File: src/design/hand_axis_ramp_guard_unit_assert.svh
// ----------------------------------------------------------------------------
// Assertion macros for the hand axis ramp guard
// Shared property forms, clocked on clk and switched off while rst is high.
// ----------------------------------------------------------------------------
`ifndef HAND_AXIS_RAMP_GUARD_UNIT_ASSERT_SVH
`define HAND_AXIS_RAMP_GUARD_UNIT_ASSERT_SVH

// The consequent must hold in the same cycle as the antecedent.
`define HARG_ASSERT_NOW(label, ante, cons, msg) \
  label: assert property (@(posedge clk) disable iff (rst) (ante) |-> (cons)) \
    else $error(msg);

// The consequent must hold in the cycle after the antecedent.
`define HARG_ASSERT_NEXT(label, ante, cons, msg) \
  label: assert property (@(posedge clk) disable iff (rst) (ante) |=> (cons)) \
    else $error(msg);

`endif

File: src/design/harg_pkg.sv
// ----------------------------------------------------------------------------
// harg_pkg
// Types, register indexes, constants and small arithmetic helpers shared by
// the hand axis ramp guard modules.
// ----------------------------------------------------------------------------
package harg_pkg;

  localparam int AXIS_W    = 2;
  localparam int AXES      = 4;
  localparam int WORD_W    = 24;
  localparam int WIDE_W    = 27;
  localparam int CNT_W     = 7;
  localparam int STEP_W    = 14;
  localparam int REG_IDX_W = 3;
  localparam int BIAS_W    = 24;
  localparam int STEP_RECIP_W = 25;
  localparam int STEP_PROD_W  = BIAS_W + STEP_RECIP_W;
  localparam int DIV3_NUM_W   = 28;
  localparam int DIV3_RECIP_W = 29;
  localparam int DIV3_PROD_W  = DIV3_NUM_W + DIV3_RECIP_W;
  localparam int STEP_SHIFT   = 34;
  localparam int DIV3_SHIFT   = 30;

  typedef logic signed [WORD_W-1:0] word_t;
  typedef logic signed [WIDE_W-1:0] wide_t;

  typedef enum logic {
    OP_START = 1'b0,
    OP_TICK  = 1'b1
  } op_t;

  localparam logic [AXIS_W-1:0] AXIS_SPREAD = 2'd0;

  localparam logic [REG_IDX_W-1:0] REG_TARGET_SPREAD  = 3'd0;
  localparam logic [REG_IDX_W-1:0] REG_TARGET_FINGER1 = 3'd1;
  localparam logic [REG_IDX_W-1:0] REG_TARGET_FINGER2 = 3'd2;
  localparam logic [REG_IDX_W-1:0] REG_TARGET_FINGER3 = 3'd3;
  localparam logic [REG_IDX_W-1:0] REG_SPEED_SPREAD   = 3'd4;
  localparam logic [REG_IDX_W-1:0] REG_SPEED_FINGER1  = 3'd5;
  localparam logic [REG_IDX_W-1:0] REG_SPEED_FINGER2  = 3'd6;
  localparam logic [REG_IDX_W-1:0] REG_SPEED_FINGER3  = 3'd7;

  localparam logic [CNT_W-1:0] STRAIN_LIMIT = 7'd100;

  // Force limits in Q12.12, restore angle in Q4.20.
  localparam wide_t FORCE_HALF        = 27'sd2048;
  localparam wide_t FORCE_QUARTER     = 27'sd1024;
  localparam word_t RESTORE_ANGLE_MAX = 24'sd31457;
  localparam wide_t POS_MAX           = 27'sd8388607;
  localparam wide_t POS_MIN           = -27'sd8388608;

  // Ramp step = round(speed / 1000) = floor((speed + 500) * M >> 34).
  localparam logic [BIAS_W-1:0]       STEP_BIAS  = 24'd500;
  localparam logic [STEP_RECIP_W-1:0] STEP_RECIP = 25'd17179870;

  // Floor division by three of a biased, non-negative numerator.
  localparam logic [DIV3_RECIP_W-1:0] DIV3_RECIP = 29'd357913942;
  localparam logic signed [28:0]      DIV3_BIAS  = 29'sd201326592;
  localparam logic [27:0]             DIV3_UNBIAS = 28'd67108864;

  typedef struct packed {
    op_t               op;
    logic [AXIS_W-1:0] axis;
    word_t             angle_first;
    word_t             angle_second;
    word_t             force_first;
    word_t             force_second;
    logic              strained;
  } item_t;

  typedef struct packed {
    word_t            pos;
    logic             clutch_broken;
    word_t            clutch_angle;
    logic [CNT_W-1:0] strain_count;
  } axis_rec_t;

  typedef struct packed {
    word_t                 drive_first;
    word_t                 drive_second;
    logic                  div_sel;
    logic [DIV3_NUM_W-1:0] div_num;
    logic                  drive_valid;
    logic [7:0]            status_word;
    logic                  finger_broken;
  } res_t;

  function automatic word_t sat24(input wide_t v);
    word_t r;
    if (v > POS_MAX) begin
      r = POS_MAX[WORD_W-1:0];
    end else if (v < POS_MIN) begin
      r = POS_MIN[WORD_W-1:0];
    end else begin
      r = v[WORD_W-1:0];
    end
    return r;
  endfunction

  // Moves a signed numerator into the non-negative range of the divider.
  function automatic logic [DIV3_NUM_W-1:0] div3_num(input wide_t v);
    logic signed [28:0] t;
    t = 29'(v) + DIV3_BIAS;
    return t[DIV3_NUM_W-1:0];
  endfunction

  // Takes the reciprocal product back to a signed floor quotient.
  function automatic wide_t div3_quot(input logic [DIV3_PROD_W-1:0] prod);
    logic [WIDE_W-1:0] q;
    logic [27:0]       t;
    q = prod[DIV3_PROD_W-1:DIV3_SHIFT];
    t = {1'b0, q} - DIV3_UNBIAS;
    return wide_t'(t[WIDE_W-1:0]);
  endfunction

endpackage

File: src/design/harg_cfg_regs.sv
// ----------------------------------------------------------------------------
// harg_cfg_regs
// Target and speed registers, read per item together with the ramp step.
// ----------------------------------------------------------------------------
module harg_cfg_regs import harg_pkg::*; (
  input  logic                 clk,
  input  logic                 rst,
  input  logic                 wr_en,
  input  logic [REG_IDX_W-1:0] wr_index,
  input  logic [WORD_W-1:0]    wr_data,
  input  logic                 rd_en,
  input  logic [AXIS_W-1:0]    rd_axis,
  output word_t                tgt,
  output logic [STEP_W-1:0]    step
);

  word_t                  target   [AXES];
  logic [BIAS_W-1:0]      spd_bias [AXES];
  logic [STEP_PROD_W-1:0] step_prod;

  // Speeds are held with the rounding bias already added.
  always_ff @(posedge clk) begin
    if (rst) begin
      for (int i = 0; i < AXES; i++) begin
        target[i]   <= '0;
        spd_bias[i] <= STEP_BIAS;
      end
    end else if (wr_en) begin
      unique case (wr_index)
        REG_TARGET_SPREAD, REG_TARGET_FINGER1,
        REG_TARGET_FINGER2, REG_TARGET_FINGER3: begin
          target[wr_index[AXIS_W-1:0]] <= word_t'(wr_data);
        end
        REG_SPEED_SPREAD, REG_SPEED_FINGER1,
        REG_SPEED_FINGER2, REG_SPEED_FINGER3: begin
          spd_bias[wr_index[AXIS_W-1:0]] <= BIAS_W'(wr_data[WORD_W-2:0]) + STEP_BIAS;
        end
      endcase
    end
  end

  always_ff @(posedge clk) begin
    if (rd_en) begin
      tgt       <= target[rd_axis];
      step_prod <= spd_bias[rd_axis] * STEP_RECIP;
    end
  end

  assign step = step_prod[STEP_SHIFT+STEP_W-1:STEP_SHIFT];

endmodule

File: config.mk
export PLATFORM = sky130hd
export DESIGN_NAME = harg_cfg_regs
export DESIGN_NICKNAME = d
export VERILOG_FILES = /design/src/design/hand_axis_ramp_guard_unit_assert.svh /design/src/design/harg_pkg.sv /design/src/design/harg_cfg_regs.sv
export SDC_FILE = /design/constraint.sdc
export NUM_CORES = 1
export LEC_CHECK = 0
export BUFFER_PORTS_ARGS = -buffer_cell sky130_fd_sc_hd__buf_2
export CAP_MARGIN = 40
export CORE_ASPECT_RATIO = 0.75
export CORE_MARGIN = 2
export CORE_UTILIZATION = 50
export DETAILED_ROUTE_END_ITERATION = 10
export PLACE_DENSITY = 0.77
export SYNTH_ARGS = -nofsm -noshare
export SYNTH_HDL_FRONTEND = slang
export SYNTH_SLANG_ARGS = --single-unit
File: constraint.sdc
create_clock -name clk -period 7.37 [get_ports clk]
set_input_delay 0.3685 -clock clk [delete_from_list [all_inputs] [get_ports clk]]
set_output_delay 0.3685 -clock clk [all_outputs]
set_load 0.02 [all_outputs]
# Yosys cells after proc, flatten, opt, wreduce, memory -nomap -nowiden
# Memories as Yosys holds them, arrays and structs flattened. A register that Yosys moved wholly into a read port is not among the register bits.
# Index checks and enable logic that the tools add are counted.
# word_totals
ff_bits	47
ramBits	192
input_bits	33
out_inout_bits	38
elab_cells	33
memories	2
# mem_list
memory	depth	width	rd	rd_ports_with_merged_regs	wr	line_no	text
spd_bias	4	24	1	0	4	harg_cfg_regs.sv:18	logic [BIAS_W-1:0] spd_bias [AXES];
target	4	24	1	1	4	harg_cfg_regs.sv:17	word_t target [AXES];
# classes
addsub	1
multipliers	1
n_eq_ne	7
mux	16
n_reduce_logical	5
# ops
op	n
24-bit two-way mux	2
24-bit OR reduction	2
24-bit by 24-bit multiplier with 47-bit output (second input constant)	1
23-bit by 9-bit adder with 24-bit output (second input constant)	1
3-bit equality test (second input constant)	4
1-bit two-way mux	12
4-bit OR reduction	2
3-bit by 2-bit equality test with 1-bit output (second input constant)	2
2-bit two-way mux	2
3-bit by 1-bit equality test with 1-bit output (second input constant)	1
3-bit logical NOT	1

# Longest topological paths before layout
# logic_depth
ltp_word	8
mapped_depth	24
ltp_nobuf	22

# Worst setup path after synthesis
# OpenSTA, ideal clock, no wires.
# synth_timing
kind	input to register
from	input port rd_axis[0]
to	register step_prod[38], data pin
setup_ps	256
arrival_time_ps	7093
required_time_ps	7114
setup_slack_ps	22
stages	22
n_path_buf	2
cell_sequence	buf_1 -> buf_2 -> mux4_2 -> fa_1 -> inv_1 -> fa_1 -> inv_1 -> ha_1 -> fa_1 -> fa_1 -> fa_1 -> inv_1 -> fa_1 -> inv_1 -> ha_1 -> a21o_1 -> a31oi_1 -> or3_1 -> a21oi_1 -> a311o_1 -> or4_1 -> and4_1
# synth_via
elab_chain_cells	2
# synth_lines
element	line_no	text
from (decl)	harg_cfg_regs.sv:12	input logic [AXIS_W-1:0] rd_axis,
memory read 4 x 24 bit	--	
24-bit by 24-bit multiplier with 47-bit output	harg_cfg_regs.sv:45	step_prod <= spd_bias[rd_axis] * STEP_RECIP;
to (signal assigned)	harg_cfg_regs.sv:45	
to (decl)	harg_cfg_regs.sv:19	logic [STEP_PROD_W-1:0] step_prod;
# No other way between the ends.
# A chain may end at the register's enable or synchronous reset.

# Worst setup path after layout
# layout_timing
from	memory spd_bias[3][11]
to	register step_prod[38], data pin
# layout_via
elab_chain_cells	2
# layout_lines
element	line_no
from (decl)	harg_cfg_regs.sv:18
memory read 4 x 24 bit	--
24-bit by 24-bit multiplier with 47-bit output	harg_cfg_regs.sv:45
# No other way between the ends.

==> flow_metrics.env <==
export IMPL_met2_usage_pct=35.3
export IMPL_hold_buffers=0
export IMPL_worstPathCellList="mux4_2 > buf_4 > fa_1 > inv_1 > fa_1 > inv_1 > ha_1 > ha_1 > fa_1 > fa_1 > inv_1 > fa_1 > inv_1 > ha_1 > a21oi_1 > o21ai_0 > nand2_1 > o211ai_1 > a311o_1 > or4_1 > and4_1"
export IMPL_drt_first_pass_iters=6
export IMPL_synthTopCellsByArea="edfxtp_1, fa_1, ha_1"
export IMPL_drv_slew=0
export IMPL_start_kind="register"
export IMPL_drc=0
export IMPL_setup_viol=0
export IMPL_dieArea_um2=39700
export IMPL_slew_headroom_pct=41.5
export IMPL_drtIter0Drc=1019
export IMPL_synth_top_area_cell="edfxtp_1"
export IMPL_max_cap_violations=0
export IMPL_tns_ns=0
export IMPL_synth_nets=2053
export IMPL_yosys_area_share_simple_pct=9.66
export IMPL_max_stage_delay_ns=0.70
export IMPL_rows=61
export IMPL_die_h_um=173
export IMPL_ant_nets=0
export IMPL_crit_path_frequent_cell="fa_1"
export IMPL_critPathArrivalTime_ns=7.12
export IMPL_io_pins=71
export IMPL_fmax_mhz=146
export IMPL_fin_ws_ns=0.536
export IMPL_via_per_inst=5.52
export IMPL_min_path_type="in -> reg"
export IMPL_crit_cells=21
export IMPL_synth_compound_area_share_pct=4.27
export IMPL_netlist_instances=1589
export IMPL_synth_avg_cell_area_um2=12.0
export IMPL_crit_path_max_fanout=8
export IMPL_path_class="reg -> reg"
export IMPL_initial_core_util_pct=51.1
export IMPL_synth_fa_ha_area_share_pct=35.2
export IMPL_core_area_um2=37300
export IMPL_grt_pass1_wl_um=69400
export IMPL_met1_usage_pct=31.8
export IMPL_syn2layout_area_growth_pct=10.8
export IMPL_grt_usage_pct=22.2
export IMPL_hold_viol_final=0
export IMPL_root_buffer="clkbuf_16"
export IMPL_end_kind="register"
export IMPL_ctsResizeCount=0
export IMPL_nFillCells=2947
export IMPL_cts_buffers=24
export IMPL_status="complete, no violations"
export IMPL_async_reset_ff_share_pct=0
export IMPL_path_buf_inv=5
export IMPL_first_global_vias=12943
export IMPL_yosysWarnings=0
export IMPL_worstSkewPairLatency_ns=0.53
export IMPL_synth_top_family_by_area="adder cells"
export IMPL_synth_cell_type_count=68
export IMPL_holdPathStages=2
export IMPL_fin_crit_sh_pct=92.7
export IMPL_via_count=12207
export IMPL_fin_nets=2155
export IMPL_skew_ns=0.0167
export IMPL_finalCriticalPeriod_ns=6.83
export IMPL_dp_hpwl_um=32700
export IMPL_worst_pin_slew_ns=0.875
export IMPL_postCtsSetupRepairBufs=0
export IMPL_synthFlopType="edfxtp_1"
export IMPL_port_buffers=70
export IMPL_required_ns=7.65
export IMPL_rsz0062_at_grt="no"
export IMPL_fp_dieW_um=229
export IMPL_rr_worst_depth=21
export IMPL_drt_wl_total_um=42800
export IMPL_cpLargestDelayFamily="adder cells"
export IMPL_drive_above_1_share_pct=13.1
export IMPL_antenna_found_initial=0
export IMPL_gr_usage_met3_pct=4.30
export IMPL_cts_sinks=230
export IMPL_synth_seq_cells=230
export IMPL_gr_total_overflow=0
export IMPL_top_usage_layer="met2"
export IMPL_slowest_stage="mux4_2"
export IMPL_dp_slack_ns=0.173
export IMPL_diodes=0
export IMPL_grt_max_degree=47
export IMPL_muxShareOfSynthArea_pct=5.73
export IMPL_wl_per_cell_um=19.3
export IMPL_synth_enable_flop_cells=230
export IMPL_place_congestion=0.901
export IMPL_synthXorXnorAreaFrac_pct=1.29
export IMPL_syn_cell_area_um2=19100
export IMPL_yosysSeqAreaShare_pct=36.2
export IMPL_cts_max_level=1
export IMPL_clk_pin_slew_ns=0.07
export IMPL_yosysTopAreaCellShare_pct=36.2
export IMPL_clk_path_buf_depth=3
export IMPL_cts_tree="built"
## synth_stat cells, types with 8 or more instances
library cell and instances:
and3_1 36, ha_1 256, xor2_1 13, edfxtp_1 230, nand4_1 9, clkbuf_1 31, nor3_1 13, mux4_2 48
nand3_1 18, a21oi_1 36, nand2_1 62, fa_1 175, o21ai_0 20, nor2_1 85, xnor2_1 15, nand2b_1 8
inv_1 345, and2_1 80, a21o_1 14
## placed cells by master (no fill, tap or decap), drive strengths merged, types with 5 or more instances in the layout
| cell | Yosys | routed |
|---|---|---|
| a21o | 16 | 16 |
| a21oi | 37 | 37 |
| and2 | 82 | 82 |
| and3 | 38 | 38 |
| buf | 8 | 115 |
| clkbuf | 31 | 29 |
| clkinv | 0 | 12 |
| edfxtp | 230 | 230 |
| fa | 175 | 175 |
| ha | 256 | 256 |
| inv | 345 | 345 |
| mux4 | 48 | 48 |
| nand2 | 62 | 62 |
| nand2b | 8 | 8 |
| nand3 | 18 | 18 |
| nand4 | 9 | 9 |
| nor2 | 85 | 85 |
| nor3 | 13 | 13 |
| o211ai | 6 | 6 |
| o21ai | 20 | 20 |
| o21bai | 6 | 6 |
| o31ai | 6 | 6 |
| or3 | 5 | 5 |
| xnor2 | 15 | 15 |
| xor2 | 13 | 13 |
## metrics by stage
step	hold slack, ns	std cells	utilization (%)	area [µm²]
2_1_floorplan	0.481	1589	-	19100
3_3_place_gp	0.613	2165	54.3	20300
3_5_place_dp	0.620	2169	54.4	20300
4_1_cts	0.175	2213	56.6	21100
5_1_grt	0.191	2213	56.6	21100
6_report	0.192	2213	56.6	21100
## cell type report
cell class                      instances  area [µm²]  area share [%]
Multi-Input combinational cell        975       10700            50.8
Sequential cell                       230        6910            32.7
Inverter                              345        1290            6.13
Timing Repair Buffer                  115         753            3.57
Clock buffer                           29         641            3.03
Tap cell                              504         631            2.99
Clock inverter                         15         168           0.794
## routing by layer
metal  up-vias  part of all wire [%]
met2       453                    46
met1      6120                    44
met4         0                   2.0
met5         -                     0
met3        67                   7.9
li1       5567                     -
## worst reg2reg max path: stages, from the launching register on
cell and delay [ns]:
edfxtp_1 0.39, mux4_2 0.70, buf_4 0.24, fa_1 0.51, inv_1 0.07, fa_1 0.55
inv_1 0.05, ha_1 0.19, ha_1 0.22, fa_1 0.52, fa_1 0.53, inv_1 0.06
fa_1 0.55, inv_1 0.05, ha_1 0.32, a21oi_1 0.18, o21ai_0 0.11, nand2_1 0.09
o211ai_1 0.12, a311o_1 0.48, or4_1 0.51, and4_1 0.19
## cell families after synthesis
logic type / after synthesis
buf+inv: 384
compound gates: 119
mux: 49
flops: 230
simple gates: 348
fa+ha+maj: 431
xor+xnor: 28
## worst paths after layout
check	start	to	slack, ns
worst max-delay path	spd_bias[3][11]	step_prod[38]	0.54
worst min-delay path	wr_data[23]	target[0][23]	0.19
worst min register to register	target[3][11]	tgt[11]	0.63
worst max register to register	spd_bias[3][11]	step_prod[38]	0.54
## state kept, by name (all words and copies together), names as in the netlist
register	cells
step_prod	14
spd_bias	96
tgt	24
target	96
Power is not shown: default switching activity piles up to over one toggle a cycle in this logic, so the estimate is an artifact.
