`src/design/hand_axis_ramp_guard_unit_assert.svh`:
```
// ----------------------------------------------------------------------------
// Assertion macros for the hand axis ramp guard
// Shared property forms, clocked on clk and switched off while rst is high.
// ----------------------------------------------------------------------------
`ifndef HAND_AXIS_RAMP_GUARD_UNIT_ASSERT_SVH
`define HAND_AXIS_RAMP_GUARD_UNIT_ASSERT_SVH

// The consequent must hold in the same cycle as the antecedent.
`define HARG_ASSERT_NOW(label, ante, cons, msg) \
  label: assert property (@(posedge clk) disable iff (rst) (ante) |-> (cons)) \
    else $error(msg);

// The consequent must hold in the cycle after the antecedent.
`define HARG_ASSERT_NEXT(label, ante, cons, msg) \
  label: assert property (@(posedge clk) disable iff (rst) (ante) |=> (cons)) \
    else $error(msg);

`endif

```
`src/design/harg_pkg.sv`:
```
// ----------------------------------------------------------------------------
// harg_pkg
// Types, register indexes, constants and small arithmetic helpers shared by
// the hand axis ramp guard modules.
// ----------------------------------------------------------------------------
package harg_pkg;

  localparam int AXIS_W    = 2;
  localparam int AXES      = 4;
  localparam int WORD_W    = 24;
  localparam int WIDE_W    = 27;
  localparam int CNT_W     = 7;
  localparam int STEP_W    = 14;
  localparam int REG_IDX_W = 3;
  localparam int BIAS_W    = 24;
  localparam int STEP_RECIP_W = 25;
  localparam int STEP_PROD_W  = BIAS_W + STEP_RECIP_W;
  localparam int DIV3_NUM_W   = 28;
  localparam int DIV3_RECIP_W = 29;
  localparam int DIV3_PROD_W  = DIV3_NUM_W + DIV3_RECIP_W;
  localparam int STEP_SHIFT   = 34;
  localparam int DIV3_SHIFT   = 30;

  typedef logic signed [WORD_W-1:0] word_t;
  typedef logic signed [WIDE_W-1:0] wide_t;

  typedef enum logic {
    OP_START = 1'b0,
    OP_TICK  = 1'b1
  } op_t;

  localparam logic [AXIS_W-1:0] AXIS_SPREAD = 2'd0;

  localparam logic [REG_IDX_W-1:0] REG_TARGET_SPREAD  = 3'd0;
  localparam logic [REG_IDX_W-1:0] REG_TARGET_FINGER1 = 3'd1;
  localparam logic [REG_IDX_W-1:0] REG_TARGET_FINGER2 = 3'd2;
  localparam logic [REG_IDX_W-1:0] REG_TARGET_FINGER3 = 3'd3;
  localparam logic [REG_IDX_W-1:0] REG_SPEED_SPREAD   = 3'd4;
  localparam logic [REG_IDX_W-1:0] REG_SPEED_FINGER1  = 3'd5;
  localparam logic [REG_IDX_W-1:0] REG_SPEED_FINGER2  = 3'd6;
  localparam logic [REG_IDX_W-1:0] REG_SPEED_FINGER3  = 3'd7;

  localparam logic [CNT_W-1:0] STRAIN_LIMIT = 7'd100;

  // Force limits in Q12.12, restore angle in Q4.20.
  localparam wide_t FORCE_HALF        = 27'sd2048;
  localparam wide_t FORCE_QUARTER     = 27'sd1024;
  localparam word_t RESTORE_ANGLE_MAX = 24'sd31457;
  localparam wide_t POS_MAX           = 27'sd8388607;
  localparam wide_t POS_MIN           = -27'sd8388608;

  // Ramp step = round(speed / 1000) = floor((speed + 500) * M >> 34).
  localparam logic [BIAS_W-1:0]       STEP_BIAS  = 24'd500;
  localparam logic [STEP_RECIP_W-1:0] STEP_RECIP = 25'd17179870;

  // Floor division by three of a biased, non-negative numerator.
  localparam logic [DIV3_RECIP_W-1:0] DIV3_RECIP = 29'd357913942;
  localparam logic signed [28:0]      DIV3_BIAS  = 29'sd201326592;
  localparam logic [27:0]             DIV3_UNBIAS = 28'd67108864;

  typedef struct packed {
    op_t               op;
    logic [AXIS_W-1:0] axis;
    word_t             angle_first;
    word_t             angle_second;
    word_t             force_first;
    word_t             force_second;
    logic              strained;
  } item_t;

  typedef struct packed {
    word_t            pos;
    logic             clutch_broken;
    word_t            clutch_angle;
    logic [CNT_W-1:0] strain_count;
  } axis_rec_t;

  typedef struct packed {
    word_t                 drive_first;
    word_t                 drive_second;
    logic                  div_sel;
    logic [DIV3_NUM_W-1:0] div_num;
    logic                  drive_valid;
    logic [7:0]            status_word;
    logic                  finger_broken;
  } res_t;

  function automatic word_t sat24(input wide_t v);
    word_t r;
    if (v > POS_MAX) begin
      r = POS_MAX[WORD_W-1:0];
    end else if (v < POS_MIN) begin
      r = POS_MIN[WORD_W-1:0];
    end else begin
      r = v[WORD_W-1:0];
    end
    return r;
  endfunction

  // Moves a signed numerator into the non-negative range of the divider.
  function automatic logic [DIV3_NUM_W-1:0] div3_num(input wide_t v);
    logic signed [28:0] t;
    t = 29'(v) + DIV3_BIAS;
    return t[DIV3_NUM_W-1:0];
  endfunction

  // Takes the reciprocal product back to a signed floor quotient.
  function automatic wide_t div3_quot(input logic [DIV3_PROD_W-1:0] prod);
    logic [WIDE_W-1:0] q;
    logic [27:0]       t;
    q = prod[DIV3_PROD_W-1:DIV3_SHIFT];
    t = {1'b0, q} - DIV3_UNBIAS;
    return wide_t'(t[WIDE_W-1:0]);
  endfunction

endpackage

```
`src/design/harg_update.sv`:
```
// ----------------------------------------------------------------------------
// harg_update
// Read-modify-write logic for one item: ramp, overcurrent, clutch emulation
// and strain counting, giving the new axis record, status and result.
// ----------------------------------------------------------------------------
module harg_update import harg_pkg::*; (
  input  item_t                  item,
  input  axis_rec_t              rec,
  input  logic [7:0]             status,
  input  word_t                  tgt,
  input  logic [STEP_W-1:0]      step,
  input  logic [DIV3_PROD_W-1:0] seed_prod,
  output axis_rec_t              rec_next,
  output logic [7:0]             status_next,
  output res_t                   res
);

  logic [7:0] idle_bit;
  logic [7:0] oc_bit;
  logic       active;
  logic       move_down;
  logic       move_up;
  wide_t      p_step;
  word_t      p_new;
  logic       arrived;
  wide_t      f_sum;
  wide_t      f_sum_abs;
  wide_t      f_abs1;
  wide_t      f_abs2;
  wide_t      f_abs_sum;
  wide_t      half_sum;
  word_t      seed_pos;

  assign idle_bit  = 8'h01 << item.axis;
  assign oc_bit    = 8'h10 << item.axis;
  assign active    = (status & (idle_bit | oc_bit)) == 8'h00;
  assign move_down = rec.pos > tgt;
  assign move_up   = rec.pos < tgt;
  assign p_step    = move_down ? wide_t'(rec.pos) - wide_t'(step)
                               : wide_t'(rec.pos) + wide_t'(step);
  assign p_new     = (move_down || move_up) ? sat24(p_step) : rec.pos;
  assign arrived   = move_down ? (p_new <= tgt) : (move_up ? (p_new >= tgt) : 1'b0);

  assign f_sum     = wide_t'(item.force_first) + wide_t'(item.force_second);
  assign f_sum_abs = f_sum[WIDE_W-1] ? -f_sum : f_sum;
  assign f_abs1    = item.force_first[WORD_W-1] ? -wide_t'(item.force_first)
                                                : wide_t'(item.force_first);
  assign f_abs2    = item.force_second[WORD_W-1] ? -wide_t'(item.force_second)
                                                 : wide_t'(item.force_second);
  assign f_abs_sum = f_abs1 + f_abs2;
  assign half_sum  = (wide_t'(item.angle_first) + wide_t'(item.angle_second)) >>> 1;
  assign seed_pos  = sat24(wide_t'(item.angle_second) + div3_quot(seed_prod));

  always_comb begin
    logic  cb;
    word_t ca;
    cb          = rec.clutch_broken;
    ca          = rec.clutch_angle;
    rec_next    = rec;
    status_next = status;
    res         = '0;
    unique case (item.op)
      OP_START: begin
        if (item.axis == AXIS_SPREAD) begin
          rec_next.pos = half_sum[WORD_W-1:0];
        end else begin
          rec_next.pos = seed_pos;
        end
        status_next = status & ~(idle_bit | oc_bit);
      end
      OP_TICK: begin
        if (active) begin
          rec_next.pos    = p_new;
          res.drive_valid = 1'b1;
          if (arrived) begin
            status_next = status_next | idle_bit;
          end
          if (item.axis == AXIS_SPREAD) begin
            if (f_sum_abs > FORCE_HALF) begin
              status_next      = status_next | oc_bit;
              res.drive_first  = half_sum[WORD_W-1:0];
              res.drive_second = half_sum[WORD_W-1:0];
            end else begin
              res.drive_first  = p_new;
              res.drive_second = p_new;
            end
          end else begin
            // Closing against a load slips the clutch at the inner angle.
            if (!move_down && (f_abs1 > FORCE_QUARTER)) begin
              ca = item.angle_first;
              cb = 1'b1;
            end
            if (f_abs_sum > FORCE_HALF) begin
              status_next      = status_next | oc_bit;
              res.drive_first  = item.angle_first;
              res.drive_second = item.angle_second;
            end else if (cb) begin
              res.drive_first = ca;
              res.div_sel     = 1'b1;
              res.div_num     = div3_num((wide_t'(p_new) <<< 1) + wide_t'(p_new)
                                         - (wide_t'(ca) <<< 1) + 27'sd1);
              // Opening below the slip angle re-engages the clutch once the inner angle is at most the restore angle.
              if (move_down && (p_new < ca)) begin
                res.drive_first = p_new;
                res.div_num     = div3_num(wide_t'(p_new) + 27'sd1);
                if (item.angle_first <= RESTORE_ANGLE_MAX) begin
                  cb = 1'b0;
                end
              end
            end else begin
              res.drive_first = p_new;
              res.div_sel     = 1'b1;
              res.div_num     = div3_num(wide_t'(p_new) + 27'sd1);
            end
            rec_next.clutch_broken = cb;
            rec_next.clutch_angle  = ca;
          end
        end
        if ((item.axis != AXIS_SPREAD) && (rec.strain_count < STRAIN_LIMIT)) begin
          if (item.strained) begin
            rec_next.strain_count = rec.strain_count + 7'd1;
            res.finger_broken     = (rec.strain_count + 7'd1) >= STRAIN_LIMIT;
          end else begin
            rec_next.strain_count = '0;
          end
        end
      end
    endcase
    res.status_word = status_next;
  end

endmodule

```
`config.mk`:
```
export PLATFORM = sky130hd
export DESIGN_NAME = harg_update
export DESIGN_NICKNAME = d
export VERILOG_FILES = /design/src/design/hand_axis_ramp_guard_unit_assert.svh /design/src/design/harg_pkg.sv /design/src/design/harg_update.sv
export SDC_FILE = /design/constraint.sdc
export NUM_CORES = 1
export LEC_CHECK = 0
export BUFFER_PORTS_ARGS = -buffer_cell sky130_fd_sc_hd__buf_4
export CORE_MARGIN = 2
export CORE_UTILIZATION = 25
export DETAILED_ROUTE_END_ITERATION = 7
export GPL_TIMING_DRIVEN = 0
export PLACE_DENSITY_LB_ADDON = 0.05
export SYNTH_ARGS = -nofsm -noshare
export SYNTH_HDL_FRONTEND = slang
export SYNTH_SLANG_ARGS = --single-unit
export TNS_END_PERCENT = 10
```
`constraint.sdc`:
```
create_clock -name vclk -period 11.84
set_input_delay 0.592 -clock vclk [all_inputs]
set_output_delay 0.592 -clock vclk [all_outputs]
set_load 0.005 [all_outputs]
```
Word level (Yosys, flattened, before mapping)
Index checks and enable logic that the tools add are counted.
{ "totals": {"elab_cells": 102, "regBits": 0, "inputBits": 259} }
{ "op_classes": {"shift": 2, "n_reduce_logical": 8, "n_lt_le_gt_ge": 15, "bitwise": 7, "n_addsub": 17, "muxes": 53} }
{ "ops": {"columns": ["op", "count"], "rows": [
  ["$mux W24", 14],
  ["$mux W78", 2],
  ["$mux W27", 4],
  ["$mux W48", 2],
  ["$mux W29", 2],
  ["$mux W28", 2],
  ["$mux W8", 7],
  ["$gt A27 B13 Y1 const B", 2],
  ["$gt A27 B24 Y1 const B", 2],
  ["$lt A27 B24 Y1 const B", 2],
  ["$neg A24 Y27", 2],
  ["$add A24 B24 Y25", 2],
  ["$mux W49", 1],
  ["$lt A24 B24 Y1", 2],
  ["$pmux W24 S2", 1],
  ["$mux W32", 1],
  ["$add A25 B27 Y28 const B", 1],
  ["$add A27 B27 Y28 const B", 1],
  ["$add A24 B27 Y27", 1],
  ["$add A27 B2 Y27 const B", 1],
  ["$add A27 B27 Y27", 1],
  ["$gt A27 B12 Y1 const B", 1],
  ["$neg A25 Y27", 1],
  ["$sub A26 B25 Y27", 1],
  ["28 further kinds", 46]
]} }

Depth between registers and ports, before layout
{ "logic_depth": {"word_depth": 17, "ltp_mapped": 44, "depth_no_buf": 38} }

Least setup slack after synthesis
Ideal clock, no wire load.
{ "synth_timing": {"kind": "input to output", "from": "input tgt[13]", "to": "output res[37] (netlist name)", "arrival_ns": 8.883, "path_buffers": 3, "path_slack_ns": 2.365, "stages": 33, "required_ns": 11.248, "cell_sequence": "inv_1 > ha_1 > nand4_1 > or3_4 > o21bai_4 > a21bo_1 > buf_6 > a21oi_1 > clkbuf_1 > o21ai_0 > fa_1 > a211oi_1 > o21ai_1 > o31ai_2 > a21oi_1 > a31o_2 > xnor3_2 > buf_6 > maj3_1 > mux2i_1 > inv_1 > fa_1 > ha_1 > a2111oi_0 > nor2b_1 > o21ai_0 > o21bai_1 > and4b_1 > o21a_1 > or3_1 > a41oi_1 > xnor2_1 > a21oi_1"} }
{ "synth_lines": {"columns": ["element", "line", "text"], "rows": [
  ["start, declared", "harg_update.sv:10", "input word_t tgt,"],
  ["end, declared", "harg_update.sv:15", "output res_t res"]
]} }

==> summary.txt <==
Synth
  – Ranking of synthesized cells by area: ha_1 (19%), xnor2_1 (7.8%), a21oi_1 (6.2%)
  – Synth Area in Adders: a little under a quarter
  – Synth Instances: ~2,400
  – Synth cell types: 107
  – Yosys top cell area share: between 10% and 20%
  – Compound-Gate Fraction of Synth Area: 31.0%
  – Yosys warns: 0
  – Most frequent cells after synthesis: ha_1 (249), nand2_1 (227), nor2_1 (209)
  – Post-synthesis simple-gate area fraction: 22.1%
  – Synthesized cell area: approximately 0.017 mm²
  – Post-synthesis mux area share: around 7.2%
  – Synth Area in XOR/XNOR: 10.1%
  – Top-count cell post-synth: ha_1
  – Avg Inst Size Synth: approximately 6.9 µm²
  – Largest family of logic cells by synthesized area: compound AO/OA/AOI/OAI gates
  – Seq/Total Area, Yosys: 0%
  – Post-synth top area cell: ha_1

Worst setup path
  – Max incr delay on CP: 500 ps
  – CP Data Arrival Time: 10,730 ps
  – Crit path top cell by count: o21a_1
  – CP Launch Type: input pin
  – CP max stage cell: fa_1
  – Worst path required time: 11,250 ps
  – Crit Path Class: in2out
  – Worst setup EP type: output pin
  – Crit path max fanout: 10

Floorplanning
  – # IOs: 410
  – Core area: 0.0669 mm²
  – Row count: 95
  – DIE AREA: 0.0694 mm²
  – Initial core utilization: 25.1%
  – Die height: 263 µm
  – Die extent in x: between 200 and 300 µm

Cells and area
  – Final nets: 3,346
  – Seq cells: 0
  – CLK BUF: 0
  – Final standard cell area without fillers: between 0.02 and 0.025 mm²
  – Layout fillers: 7,438
  – Register area: 0 µm²
  – Final core utilization: 31.4%
  – Layout Area Growth over Synthesis: 25.0%
  – Multi-input gate area: 0.0159 mm²
  – Layout cell share with drive strength beyond 1: between 10% and 20%

Timing
  – Rel. slew slack: 14.7%
  – Endpoints failing setup: 0
  – TNS Setup: 0 ps
  – Final WS setup: about 520 ps
  – Hold Vio Cnt, Final: 0
  – Period minus WS final: roughly 11,000 ps
  – Max Freq: 88.3 MHz
  – Slew Limit Fails: 0
  – Fin crit share: 95.6%
  – Final hold slack: 1500 ps
  – Worst Tran Pin Value: around 1300 ps

Power
  – Power Density: 194 mW/mm²
  – VDD IR-drop max: 0.000164 V
  – Leak Pwr: 9.41 nW

Global routing
  – Global-route wire length before repair: 131 mm
  – Total GRT Usage: around 25%
  – Largest net degree at the start of global routing: 11
  – Initial antenna violation count: 2
  – Vias in the first global route: 19,891
  – Gr ovfl total: 0

Job
  – Max Cap Viol: 0

Route
  – DRT Pass-1 Iters: 6
  – Final routed wire length divided by cell count: 24.6 µm
  – DR vias: approximately 20,000
  – DR vias/cell: 5.46
  – Post-route ant nets: 0
  – DR iter-0 viols: 1,567
  – Post-route DRC: 0
  – Final WL: 90.6 mm

Placed design
  – GP Congestion: just over 0.9
  – Placed Area: 0.0208 mm²
  – Post-DP HPWL: 78.1 mm
  – Dpl ws: -1170 ps
  – Count of buffers inserted at the top-level ports: 376

Worst hold path
  – Hold/Removal Path Class: in2out

Outcome
  – Outcome: finished, final reports clean
worst paths after layout:
check / from / endpoint / slack, ps / cells past startpoint
setup / recovery: tgt[13] / res[86] / 520 / 43
hold / removal: rec[28] / rec_next[28] / 1500 / 3
cells in the final DEF, fill, tap and decap left out, types with 21 or more instances in the layout:
cell and instances:
ha_1 249, o21a_1 23, a21oi_1 205, o21ai_0 163, nand2b_1 32, xnor2_1 149, o21bai_1 25, a211oi_1 50
inv_1 179, buf_4 391, a21o_1 68, nor3_1 52, clkbuf_1 66, o31ai_1 27, a31oi_1 25, and3_1 21
mux2i_1 64, xor2_1 39, mux2_2 35, nand2_1 227, nand4_1 23, fa_1 27, nor2_1 209, nand3_1 52
cell families after synthesis:
kind of cell    count (synthesis)
compound gates                783
simple gates                  758
fa+ha+maj                     294
buf+inv                       282
xor+xnor                      190
mux                           114
other cells                     1
power breakdown:
group | switching, mW | total (mW) | internal (mW) | leakage, nW
clock | 0 | 0.0000000113 | 0.0000000113 | 0.00000634
combinational | 2.51 | 4.07 | 1.56 | 9.41
sequential | 0 | 0 | 0 | 0
routing by layer:
metal / share of wire, % / GRT usage [%] / up-vias
met5: 0.014 / 0 / -
met4: 2.8 / 5.75 / 2
met3: 4.6 / 1.56 / 92
met2: 46 / 42.3 / 625
met1: 47 / 34.3 / 9688
li1: - / - / 9697
per-stage QoR:
step | power [mW] | instances
after floorplan | 2.68 | 2425
after global placement | 3.92 | 3674
after detailed placement | 3.92 | 3678
after CTS | 3.97 | 3678
after global routing | 4.44 | 3683
final | 4.07 | 3683
layout make-up:
class | count | area share [%]
inverter | 185 | 3.32
timing repair buffer | 384 | 13.8
antenna | 1 | 0.0119
tap | 873 | 5.20
buffer | 97 | 2.09
multi-input combinational | 2143 | 75.6
critical path, delay by kind of cell:
kind | cells | cell delay (ps)
xor+xnor | 1 | 450
buf+inv | 11 | 2210
fa+ha+maj | 4 | 1450
mux | 1 | 350
compound gates | 21 | 4500
simple gates | 5 | 1140
timing repair:
action,4_1_cts,5_1_grt
resized for setup,18,20
endpoints found under the setup margin,59,35
setup buffers,0,4
hold buffers,0,0
No activity file was read; power rests on OpenSTA's default activity.
