[config.mk]
export PLATFORM = sky130hd
export DESIGN_NAME = harg_axis_ram
export DESIGN_NICKNAME = d
export VERILOG_FILES = /design/src/design/hand_axis_ramp_guard_unit_assert.svh /design/src/design/harg_pkg.sv /design/src/design/harg_axis_ram.sv
export SDC_FILE = /design/constraint.sdc
export NUM_CORES = 1
export LEC_CHECK = 0
export BUFFER_PORTS_ARGS = -buffer_cell sky130_fd_sc_hd__buf_2
export CAP_MARGIN = 25
export CORE_MARGIN = 4
export CORE_UTILIZATION = 58
export CTS_CLUSTER_DIAMETER = 80
export DETAILED_ROUTE_END_ITERATION = 12
export GPL_TIMING_DRIVEN = 0
export PLACE_DENSITY = 0.79
export SYNTH_ARGS = -nofsm -noshare
export SYNTH_HDL_FRONTEND = slang
export SYNTH_SLANG_ARGS = --single-unit
[constraint.sdc]
create_clock -name clk -period 7.1 [get_ports clk]
set_input_delay 0.71 -clock clk [delete_from_list [all_inputs] [get_ports clk]]
set_output_delay 0.71 -clock clk [all_outputs]
set_load 0.01 [all_outputs]
[src/design/hand_axis_ramp_guard_unit_assert.svh]
// ----------------------------------------------------------------------------
// Assertion macros for the hand axis ramp guard
// Shared property forms, clocked on clk and switched off while rst is high.
// ----------------------------------------------------------------------------
`ifndef HAND_AXIS_RAMP_GUARD_UNIT_ASSERT_SVH
`define HAND_AXIS_RAMP_GUARD_UNIT_ASSERT_SVH

// The consequent must hold in the same cycle as the antecedent.
`define HARG_ASSERT_NOW(label, ante, cons, msg) \
  label: assert property (@(posedge clk) disable iff (rst) (ante) |-> (cons)) \
    else $error(msg);

// The consequent must hold in the cycle after the antecedent.
`define HARG_ASSERT_NEXT(label, ante, cons, msg) \
  label: assert property (@(posedge clk) disable iff (rst) (ante) |=> (cons)) \
    else $error(msg);

`endif

[src/design/harg_pkg.sv]
// ----------------------------------------------------------------------------
// harg_pkg
// Types, register indexes, constants and small arithmetic helpers shared by
// the hand axis ramp guard modules.
// ----------------------------------------------------------------------------
package harg_pkg;

  localparam int AXIS_W    = 2;
  localparam int AXES      = 4;
  localparam int WORD_W    = 24;
  localparam int WIDE_W    = 27;
  localparam int CNT_W     = 7;
  localparam int STEP_W    = 14;
  localparam int REG_IDX_W = 3;
  localparam int BIAS_W    = 24;
  localparam int STEP_RECIP_W = 25;
  localparam int STEP_PROD_W  = BIAS_W + STEP_RECIP_W;
  localparam int DIV3_NUM_W   = 28;
  localparam int DIV3_RECIP_W = 29;
  localparam int DIV3_PROD_W  = DIV3_NUM_W + DIV3_RECIP_W;
  localparam int STEP_SHIFT   = 34;
  localparam int DIV3_SHIFT   = 30;

  typedef logic signed [WORD_W-1:0] word_t;
  typedef logic signed [WIDE_W-1:0] wide_t;

  typedef enum logic {
    OP_START = 1'b0,
    OP_TICK  = 1'b1
  } op_t;

  localparam logic [AXIS_W-1:0] AXIS_SPREAD = 2'd0;

  localparam logic [REG_IDX_W-1:0] REG_TARGET_SPREAD  = 3'd0;
  localparam logic [REG_IDX_W-1:0] REG_TARGET_FINGER1 = 3'd1;
  localparam logic [REG_IDX_W-1:0] REG_TARGET_FINGER2 = 3'd2;
  localparam logic [REG_IDX_W-1:0] REG_TARGET_FINGER3 = 3'd3;
  localparam logic [REG_IDX_W-1:0] REG_SPEED_SPREAD   = 3'd4;
  localparam logic [REG_IDX_W-1:0] REG_SPEED_FINGER1  = 3'd5;
  localparam logic [REG_IDX_W-1:0] REG_SPEED_FINGER2  = 3'd6;
  localparam logic [REG_IDX_W-1:0] REG_SPEED_FINGER3  = 3'd7;

  localparam logic [CNT_W-1:0] STRAIN_LIMIT = 7'd100;

  // Force limits in Q12.12, restore angle in Q4.20.
  localparam wide_t FORCE_HALF        = 27'sd2048;
  localparam wide_t FORCE_QUARTER     = 27'sd1024;
  localparam word_t RESTORE_ANGLE_MAX = 24'sd31457;
  localparam wide_t POS_MAX           = 27'sd8388607;
  localparam wide_t POS_MIN           = -27'sd8388608;

  // Ramp step = round(speed / 1000) = floor((speed + 500) * M >> 34).
  localparam logic [BIAS_W-1:0]       STEP_BIAS  = 24'd500;
  localparam logic [STEP_RECIP_W-1:0] STEP_RECIP = 25'd17179870;

  // Floor division by three of a biased, non-negative numerator.
  localparam logic [DIV3_RECIP_W-1:0] DIV3_RECIP = 29'd357913942;
  localparam logic signed [28:0]      DIV3_BIAS  = 29'sd201326592;
  localparam logic [27:0]             DIV3_UNBIAS = 28'd67108864;

  typedef struct packed {
    op_t               op;
    logic [AXIS_W-1:0] axis;
    word_t             angle_first;
    word_t             angle_second;
    word_t             force_first;
    word_t             force_second;
    logic              strained;
  } item_t;

  typedef struct packed {
    word_t            pos;
    logic             clutch_broken;
    word_t            clutch_angle;
    logic [CNT_W-1:0] strain_count;
  } axis_rec_t;

  typedef struct packed {
    word_t                 drive_first;
    word_t                 drive_second;
    logic                  div_sel;
    logic [DIV3_NUM_W-1:0] div_num;
    logic                  drive_valid;
    logic [7:0]            status_word;
    logic                  finger_broken;
  } res_t;

  function automatic word_t sat24(input wide_t v);
    word_t r;
    if (v > POS_MAX) begin
      r = POS_MAX[WORD_W-1:0];
    end else if (v < POS_MIN) begin
      r = POS_MIN[WORD_W-1:0];
    end else begin
      r = v[WORD_W-1:0];
    end
    return r;
  endfunction

  // Moves a signed numerator into the non-negative range of the divider.
  function automatic logic [DIV3_NUM_W-1:0] div3_num(input wide_t v);
    logic signed [28:0] t;
    t = 29'(v) + DIV3_BIAS;
    return t[DIV3_NUM_W-1:0];
  endfunction

  // Takes the reciprocal product back to a signed floor quotient.
  function automatic wide_t div3_quot(input logic [DIV3_PROD_W-1:0] prod);
    logic [WIDE_W-1:0] q;
    logic [27:0]       t;
    q = prod[DIV3_PROD_W-1:DIV3_SHIFT];
    t = {1'b0, q} - DIV3_UNBIAS;
    return wide_t'(t[WIDE_W-1:0]);
  endfunction

endpackage

[src/design/harg_axis_ram.sv]
// ----------------------------------------------------------------------------
// harg_axis_ram
// Per-axis state memory with a registered read, a bypass from the write port
// and per-entry valid bits that make unwritten entries read as zero.
// ----------------------------------------------------------------------------
module harg_axis_ram import harg_pkg::*; (
  input  logic              clk,
  input  logic              rst,
  input  logic              rd_en,
  input  logic [AXIS_W-1:0] rd_axis,
  output axis_rec_t         rd_rec,
  input  logic              wr_en,
  input  logic [AXIS_W-1:0] wr_axis,
  input  axis_rec_t         wr_rec
);

  axis_rec_t       mem [AXES];
  logic [AXES-1:0] vld;

  always_ff @(posedge clk) begin
    if (wr_en) begin
      mem[wr_axis] <= wr_rec;
    end
  end

  always_ff @(posedge clk) begin
    if (rst) begin
      vld <= '0;
    end else if (wr_en) begin
      vld[wr_axis] <= 1'b1;
    end
  end

  // A write landing on the same edge as the read would otherwise be missed.
  always_ff @(posedge clk) begin
    if (rd_en) begin
      if (wr_en && (wr_axis == rd_axis)) begin
        rd_rec <= wr_rec;
      end else if (vld[rd_axis]) begin
        rd_rec <= mem[rd_axis];
      end else begin
        rd_rec <= '0;
      end
    end
  end

endmodule

## Word-level counts from Yosys, hierarchy flattened

Memory sizes are Yosys's and may differ from the RTL's.
Cells that the tools add are included.

| operators by class | value |
|---|---|
| reduce and logical (&&, ||, !) cells | 2 |
| mux-type cells | 8 |
| eq/ne operators | 1 |
| magnitude comparators | 3 |
| bitwise gates (word level) | 1 |

Operator list:

| cell | count |
|---|---|
| 56-bit 2-to-1 mux | 2 |
| 2-bit by 3-bit < comparator with 1-bit output (second input constant) | 2 |
| 1-bit 2-to-1 mux | 4 |
| 4-bit bitwise OR | 1 |
| 1-bit binary-select mux with 2-bit select | 1 |
| 1-bit demux with 2-bit select | 1 |
| 2-bit equality test | 1 |
| 2-bit by 1-bit >= comparator with 1-bit output (second input constant) | 1 |
| 1-bit logical AND | 2 |

| storage, ports and cells | value |
|---|---|
| RAM bits | 224 |
| memories | 1 |
| bits of input ports | 64 |
| word-level logic and storage cells | 21 |
| output and inout port bits | 56 |
| register bits | 60 |

Memories:

| name | depth | width | rd ports | clocked after memory_dff | write ports | RTL line | text |
|---|---|---|---|---|---|---|---|
| mem | 4 | 56 | 1 | 0 | 1 | harg_axis_ram.sv:17 | `axis_rec_t mem [AXES];` |

## Longest topological paths before layout

Gate-level depths: netlist of run 1.

| depth | value |
|---|---|
| word-level depth | 5 |
| gate-level depth with buffers | 6 |
| mapped depth without buffers | 3 |

## Worst setup path after synthesis of run 1

OpenSTA, ideal clock, no wires.

| timing | value |
|---|---|
| path type | input-to-reg |
| start | in wr_axis[0] |
| end | mem mem[0][0] (netlist bit), enable pin |
| arrival | 4.890 ns |
| path buffers | 0 |
| stages | 1 |
| setup slack | 1.656 ns |
| setup time | 0.554 ns |
| data required time | 6.546 ns |
| cell sequence | nor3b_1 |

RTL lines:

| element | RTL line | text |
|---|---|---|
| start, declared | harg_axis_ram.sv:13 | `input logic [AXIS_W-1:0] wr_axis,` |
| end, declared | harg_axis_ram.sv:17 |  |

Straight into the memory's write port.

## Worst setup path in the final report of run 1

| timing | value |
|---|---|
| start | in rd_axis[1] |
| end | reg rd_rec[52] (netlist bit) (data pin) |

| between the ends | value |
|---|---|
| longest elaborated chain between the ends | 4 |
| elaborated cells on any way between the ends | 7 |
| those cells by class | eq/ne: 1; mux: 4; reduce/logical: 1; memory: 1 |

Ends and longest elaborated chain:

| element | RTL line | text |
|---|---|---|
| start, declared | harg_axis_ram.sv:10 | `input logic [AXIS_W-1:0] rd_axis,` |
| 1-bit binary-select mux with 2-bit select | harg_axis_ram.sv:39 | `end else if (vld[rd_axis]) begin` |
| 1-bit 2-to-1 mux (not written as such) | harg_axis_ram.sv:39 |  |
| 56-bit 2-to-1 mux | harg_axis_ram.sv:39 |  |
| 56-bit 2-to-1 mux * | harg_axis_ram.sv:37 | `if (wr_en && (wr_axis == rd_axis)) begin` |
| end signal, assigned | harg_axis_ram.sv:38 | `rd_rec <= wr_rec;` |
| end signal, assigned | harg_axis_ram.sv:40 | `rd_rec <= mem[rd_axis];` |
| end, declared | harg_axis_ram.sv:11 | `output axis_rec_t rd_rec,` |

Every way passes the cells marked *; elsewhere a longest branch is shown, timed or not. The select of a mux whose other input is x is not followed.
A chain may end at the register's enable or synchronous reset.

==> results of run 1 <==
cell type report:
class	count	area [um^2]
clock inverter	19	110.1
tap	229	286.5
inverter	2	7.507
clock buffer	32	737.0
multi-input combinational	130	1889
buffer	25	173.9
timing repair buffer	127	729.5
antenna	3	7.507
sequential	284	8488
fill	1120	5473
cells in the mapped netlist (2+ instances only):
| library cell | n |
|---|---|
| buf_6 | 8 |
| inv_1 | 2 |
| dfxtp_1 | 4 |
| edfxtp_1 | 280 |
| xor2_1 | 2 |
| buf_2 | 13 |
| mux4_2 | 57 |
| nor2_1 | 8 |
| and3b_1 | 2 |
| clkbuf_1 | 2 |
| a22o_1 | 55 |
power by group:
group / switching [mW] / leakage (nW) / internal [mW]
clock network: 0.573 / 0.410 / 0.773
registers: 0.0221 / 2.67 / 1.94
logic: 0.129 / 1.28 / 0.110
per-stage QoR:
stage / setup slack [ns] / utilization [%] / hold slack (ns) / total power, mW / setup TNS, ns
after detailed placement: 4.484 / 64.66 / 0.4677 / 2.244 / 0
after CTS: 5.022 / 69.39 / 0.3741 / 3.586 / 0
after floorplan: 1.656 / - / 0.4348 / 2.132 / 0
after global placement: -1.622 / 63.78 / 0.4456 / 2.227 / -91.91
final: 5.018 / 69.43 / 0.3976 / 3.551 / 0
after global routing: 4.920 / 69.43 / 0.3911 / 3.682 / 0
metal layers:
metal | track usage [%] | share of wire (%)
met5 | 0 | 0.036
met4 | 5.453 | 1.5
met3 | 3.784 | 6.8
met2 | 31.55 | 52
met1 | 27.73 | 40
kinds of logic after synthesis:
group,after synthesis
AO/OA/AOI/OAI,56
XOR/XNOR,2
buffers and inverters,27
flip-flops,284
multiplexers,58
AND/OR/NAND/NOR,14
worst max-delay path, delay by kind of cell:
kind,cells,cell delay [ns]
buffers and inverters,3,1.04
multiplexers,1,0.36
AO/OA/AOI/OAI,1,0.23
worst max path at each step:
stage | start | slack (ns) | cells past startpoint | end
finish | rd_axis[1] | 5.02 | 5 | rd_rec[52]
global route | rd_axis[1] | 4.92 | 5 | rd_rec[31]
CTS | rd_axis[1] | 5.02 | 5 | rd_rec[52]
detailed placement | rd_axis[1] | 4.48 | 5 | rd_rec[15]
global placement | wr_axis[1] | -1.62 | 2 | mem[0][17]
floorplan | wr_axis[0] | 1.66 | 1 | mem[0][0]
flip-flops by register name, indices dropped and copies added, names as in the netlist:
signal and flops:
vld 4, mem 224, rd_rec 56
cells in the final DEF, fill, tap and decap left out, types with 3 or more instances in the layout:
master,Yosys,routed
nor2_1,8,8
buf_2,13,131
buf_12,0,3
buf_8,0,3
clkinv_1,0,12
mux4_2,57,57
clkbuf_1,2,5
buf_6,8,11
clkinv_2,0,4
a22o_1,55,55
clkbuf_16,0,29
diode_2,0,3
dfxtp_1,4,4
edfxtp_1,280,280
==> flow_metrics.env, run 1 <==
export IMPL_synth_seq_cells=284
export IMPL_leakagePower_nw=4.356
export IMPL_cts_root_buf="clkbuf_16"
export IMPL_setup_violations=0
export IMPL_synth_seq_area_share_pct=80.52
export IMPL_yosys_area_top_type="edfxtp_1"
export IMPL_ir_drop_v=0.0002444
export IMPL_hold_depth=2
export IMPL_tightest_slew_ns=0.8878
export IMPL_start_util_pct=58.88
export IMPL_slowest_stage="buf_1"
export IMPL_rsz0062_at_grt="false"
export IMPL_finish_instance_area_um2=12430
export IMPL_worstSetupStartpointType="primary input"
export IMPL_synthAdderAreaFrac_pct=0
export IMPL_routedWlPerCell_um=22.92
export IMPL_die_area_um2=20400
export IMPL_syn_cell_area_um2=10540
export IMPL_hpwlAfterDp_mm=11.96
export IMPL_slew_viol_final=0
export IMPL_hold_viol_final=0
export IMPL_layout_nets=662
export IMPL_rr_endpoint="rd_rec[21]"
export IMPL_critPathArrivalTime_ns=2.35
export IMPL_dp_cells=797
export IMPL_yosys_area_top_type_share_pct=79.76
export IMPL_syn_to_final_growth_pct=17.91
export IMPL_antenna_found_initial=4
export IMPL_fin_worst_skew_ns=0.005989
export IMPL_synthCells=441
export IMPL_cts_path_max_buffers=3
export IMPL_outcome="finished, final reports clean"
export IMPL_synth_area_top_cells="edfxtp_1, mux4_2, a22o_1"
export IMPL_grt_max_degree=58
export IMPL_drt_initial_drc_count=361
export IMPL_fp_dieW_um=142.8
export IMPL_min_path_type="in2reg"
export IMPL_min_period_over_period_pct=29.32
export IMPL_fin_crit_ns=2.082
export IMPL_via_per_inst=5.905
export IMPL_r2r_start="vld[3]"
export IMPL_clkSlewWorstSetupHoldPaths_ns=0.06
export IMPL_regToRegSetupSlack_ns=5.40
export IMPL_drc=0
export IMPL_place_congestion=0.6940
export IMPL_synth_xor_area_share_pct=0.1662
export IMPL_post_cts_buffers=0
export IMPL_finalNonFillerCells=851
export IMPL_powerDensity_nw_per_um2=285.7
export IMPL_max_freq_ghz=0.4804
export IMPL_ant_nets=0
export IMPL_first_pass_iters=4
export IMPL_postCtsHoldBufs=0
export IMPL_htree_levels=1
export IMPL_hp_start="rst"
export IMPL_synth_top_family_by_area="multiplexers"
export IMPL_clock_sinks=284
export IMPL_yosysWarnings=0
export IMPL_synthMuxAreaShare_pct=12.27
export IMPL_io_pins=120
export IMPL_insertion_delay_ns=0.52
export IMPL_place_area_um2=11570
export IMPL_grt_pass1_vias=5429
export IMPL_ctsResizeCount=0
export IMPL_max_slew_margin_rel_pct=40.81
export IMPL_synth_simple_gate_area_share_pct=0.6647
export IMPL_rows=49
export IMPL_cp_required_ns=7.37
export IMPL_ys_flop_type="edfxtp_1"
export IMPL_grt_usage_pct=19.46
export IMPL_cp_max_fo=10
export IMPL_drive_above_1_share_pct=39.74
export IMPL_synth_compound_area_share_pct=4.653
export IMPL_hold_end="vld[3]"
export IMPL_worstSetupEndpointType="flip-flop"
export IMPL_grt_overflow_total=0
export IMPL_wl_mm=19.50
export IMPL_path_class="in2reg"
export IMPL_cap_viol_max_count=0
export IMPL_syn_avg_cell_area_um2=23.90
export IMPL_crit_top_cell="buf_2"
export IMPL_tritoncts="done"
export IMPL_grt_pass1_wl_mm=30.46
export IMPL_synthArstFlopShare_pct=0
export IMPL_port_buffers=118
export IMPL_cts_buffers=28
export IMPL_num_vias=5025
export IMPL_synth_fp_nets=505
export IMPL_synth_distinct_cells=19
export IMPL_synth_edff_count=280
export IMPL_path_cells="buf_2 > buf_1 > buf_2 > mux4_2 > a22o_1"
export IMPL_r2r_cells=5
export IMPL_die_height_um=142.8
export IMPL_critPathMaxStageDelay_ns=0.51
export IMPL_coreArea_um2=17900
(Power assumes the default switching activity.)
==> run 2: changes to the inputs <==
Clock period 7.1 ns to 2 ns, I/O delays scaled along.
==> flow_metrics.env, run 2 (synthesized netlist as in run 1, its figures left out) <==
export IMPL_path_depth=5
export IMPL_largest_reg_flops=224
export IMPL_critPathArrivalTime_ns=1.97
export IMPL_slowest_stage="mux4_2"
export IMPL_layout_nets=716
export IMPL_post_cts_buffers=0
export IMPL_grt_pass1_vias=5651
export IMPL_worstSetupEndpointType="flip-flop"
export IMPL_max_slew_margin_rel_pct=39.84
export IMPL_slew_viol_final=0
export IMPL_grt_pass1_wl_mm=31.82
export IMPL_rsz0062_at_grt="false"
export IMPL_top_regs="mem: 224 flops, rd_rec: 56 flops, vld: 4 flops"
export IMPL_max_freq_ghz=0.5848
export IMPL_r2r_start="vld[0]"
export IMPL_worstSetupStartpointType="flip-flop"
export IMPL_hpwlAfterDp_mm=12.12
export IMPL_num_vias=5269
export IMPL_routedWlPerCell_um=22.66
export IMPL_place_area_um2=11590
export IMPL_min_period_over_period_pct=85.50
export IMPL_fin_crit_ns=1.710
export IMPL_cp_endpoint="rd_rec[28]"
export IMPL_drc=0
export IMPL_fin_worst_skew_ns=0.01328
export IMPL_rows=49
export IMPL_critPathLaunch="vld[0]"
export IMPL_ir_drop_v=0.0008158
export IMPL_die_height_um=142.8
export IMPL_regMostFlops="mem"
export IMPL_outcome="finished, final reports clean"
export IMPL_fp_dieW_um=142.8
export IMPL_cp_max_fo=10
export IMPL_drive_above_1_share_pct=36.90
export IMPL_drt_initial_drc_count=479
export IMPL_via_per_inst=5.841
export IMPL_cts_root_buf="clkbuf_16"
export IMPL_grt_overflow_total=0
export IMPL_grt_max_degree=58
export IMPL_path_class="reg2reg"
export IMPL_coreArea_um2=17900
export IMPL_port_buffers=118
export IMPL_leakagePower_nw=4.641
export IMPL_cts_path_max_buffers=3
export IMPL_wl_mm=20.44
export IMPL_tritoncts="done"
export IMPL_multi_input_area_um2=1896
export IMPL_final_seq_area_um2=8488
export IMPL_min_path_type="in2reg"
export IMPL_place_congestion=0.7012
export IMPL_cp_buffers_inverters=2
export IMPL_final_cell_mix="edfxtp_1, buf_2, mux4_2, dlygate4sd3_1, a22o_1"
export IMPL_r2r_cells=5
export IMPL_syn_to_final_growth_pct=24.21
export IMPL_htree_levels=1
export IMPL_cp_required_ns=2.26
export IMPL_cts_buffers=27
export IMPL_clock_sinks=284
export IMPL_path_cells="mux4_2 > o31a_1 > buf_6 > buf_6 > a22o_1"
export IMPL_die_area_um2=20400
export IMPL_critPathMaxStageDelay_ns=0.47
export IMPL_tightest_slew_ns=0.9024
export IMPL_cap_viol_max_count=0
export IMPL_path_delay_family="multiplexers"
export IMPL_layout_commonest_cell="edfxtp_1"
export IMPL_fill_cells=1032
export IMPL_hold_viol_final=0
export IMPL_setup_violations=0
export IMPL_final_setup_tns_ns=0
export IMPL_ant_nets=0
export IMPL_clkSlewWorstSetupHoldPaths_ns=0.07
export IMPL_insertion_delay_ns=0.52
export IMPL_start_util_pct=58.88
export IMPL_rr_endpoint="rd_rec[28]"
export IMPL_finish_instance_area_um2=13090
export IMPL_antenna_found_initial=1
export IMPL_regToRegSetupSlack_ns=0.29
export IMPL_ctsResizeCount=0
export IMPL_grt_usage_pct=20.55
export IMPL_first_pass_iters=5
export IMPL_io_pins=120
export IMPL_crit_top_cell="buf_6"
export IMPL_powerDensity_nw_per_um2=1012
run 2: cell count changes in the layout (fill, tap and decap cells not counted), sizes merged:
cell         previous run  this run
clkbuf                 34        33
clkinv                 16        11
diode                   3         1
clkinvlp                2         1
buf                   150       148
dlygate4sd3             0        57
bufinv                  1         6
run 2: metal layers:
| layer | global-route usage [%] | vias up | wire length [um] |
|---|---|---|---|
| li1 | - | 2331 | - |
| met1 | 29.27 | 2663 | 8358 |
| met2 | 33.61 | 232 | 10240 |
| met3 | 3.449 | 43 | 1325 |
| met4 | 6.053 | 0 | 515 |
| met5 | 0 | - | 0 |
run 2: worst min-delay path by stage:
stage                     from          to  slack (ns)  cells after the start
floorplan                  rst      vld[0]        0.27                      1
global placement           rst      vld[0]        0.41                      2
detailed placement         rst      vld[1]        0.41                      2
CTS                 wr_axis[1]  mem[0][19]        0.12                      2
global route        wr_axis[1]  mem[0][19]        0.15                      2
finish              wr_axis[0]  mem[0][19]        0.15                      2
run 2: cell type report:
type,instances,share of cell area (%)
timing repair buffer,182,9.995
inverter,2,0.05733
antenna,1,0.01911
multi-input combinational,130,14.48
clock buffer,31,5.275
clock inverter,18,1.835
tap,229,2.188
buffer,25,1.328
sequential,284,64.83
run 2: where the power goes:
group	leakage [nW]	switching [mW]	internal, mW
registers	2.67	0.0843	6.90
logic	1.52	0.483	0.468
clock network	0.454	2.07	3.24
run 2: what timing repair did:
action,4_1_cts,5_1_grt
setup endpoints to repair,0,0
endpoints found under the hold margin,228,0
hold buffers,57,0
run 2: worst reg2reg max path: cells and delay by family, from the launching register on:
family	cells	cell delay, ns
AO/OA/AOI/OAI	2	0.34
buffers and inverters	2	0.32
flip-flops	1	0.32
multiplexers	1	0.47
run 2: metrics by stage:
| step | instances | setup slack, ns | util, % | hold WS [ns] | total power, mW |
|---|---|---|---|---|---|
| floorplan | 441 | -0.1083 | - | 0.2724 | 7.562 |
| global placement | 788 | -1.388 | 63.87 | 0.4053 | 7.898 |
| detailed placement | 795 | -0.1042 | 64.74 | 0.4066 | 7.973 |
| CTS | 901 | 0.2899 | 73.13 | 0.1237 | 13.32 |
| global route | 902 | 0.2421 | 73.14 | 0.1513 | 13.70 |
| finish | 902 | 0.2899 | 73.14 | 0.1469 | 13.25 |
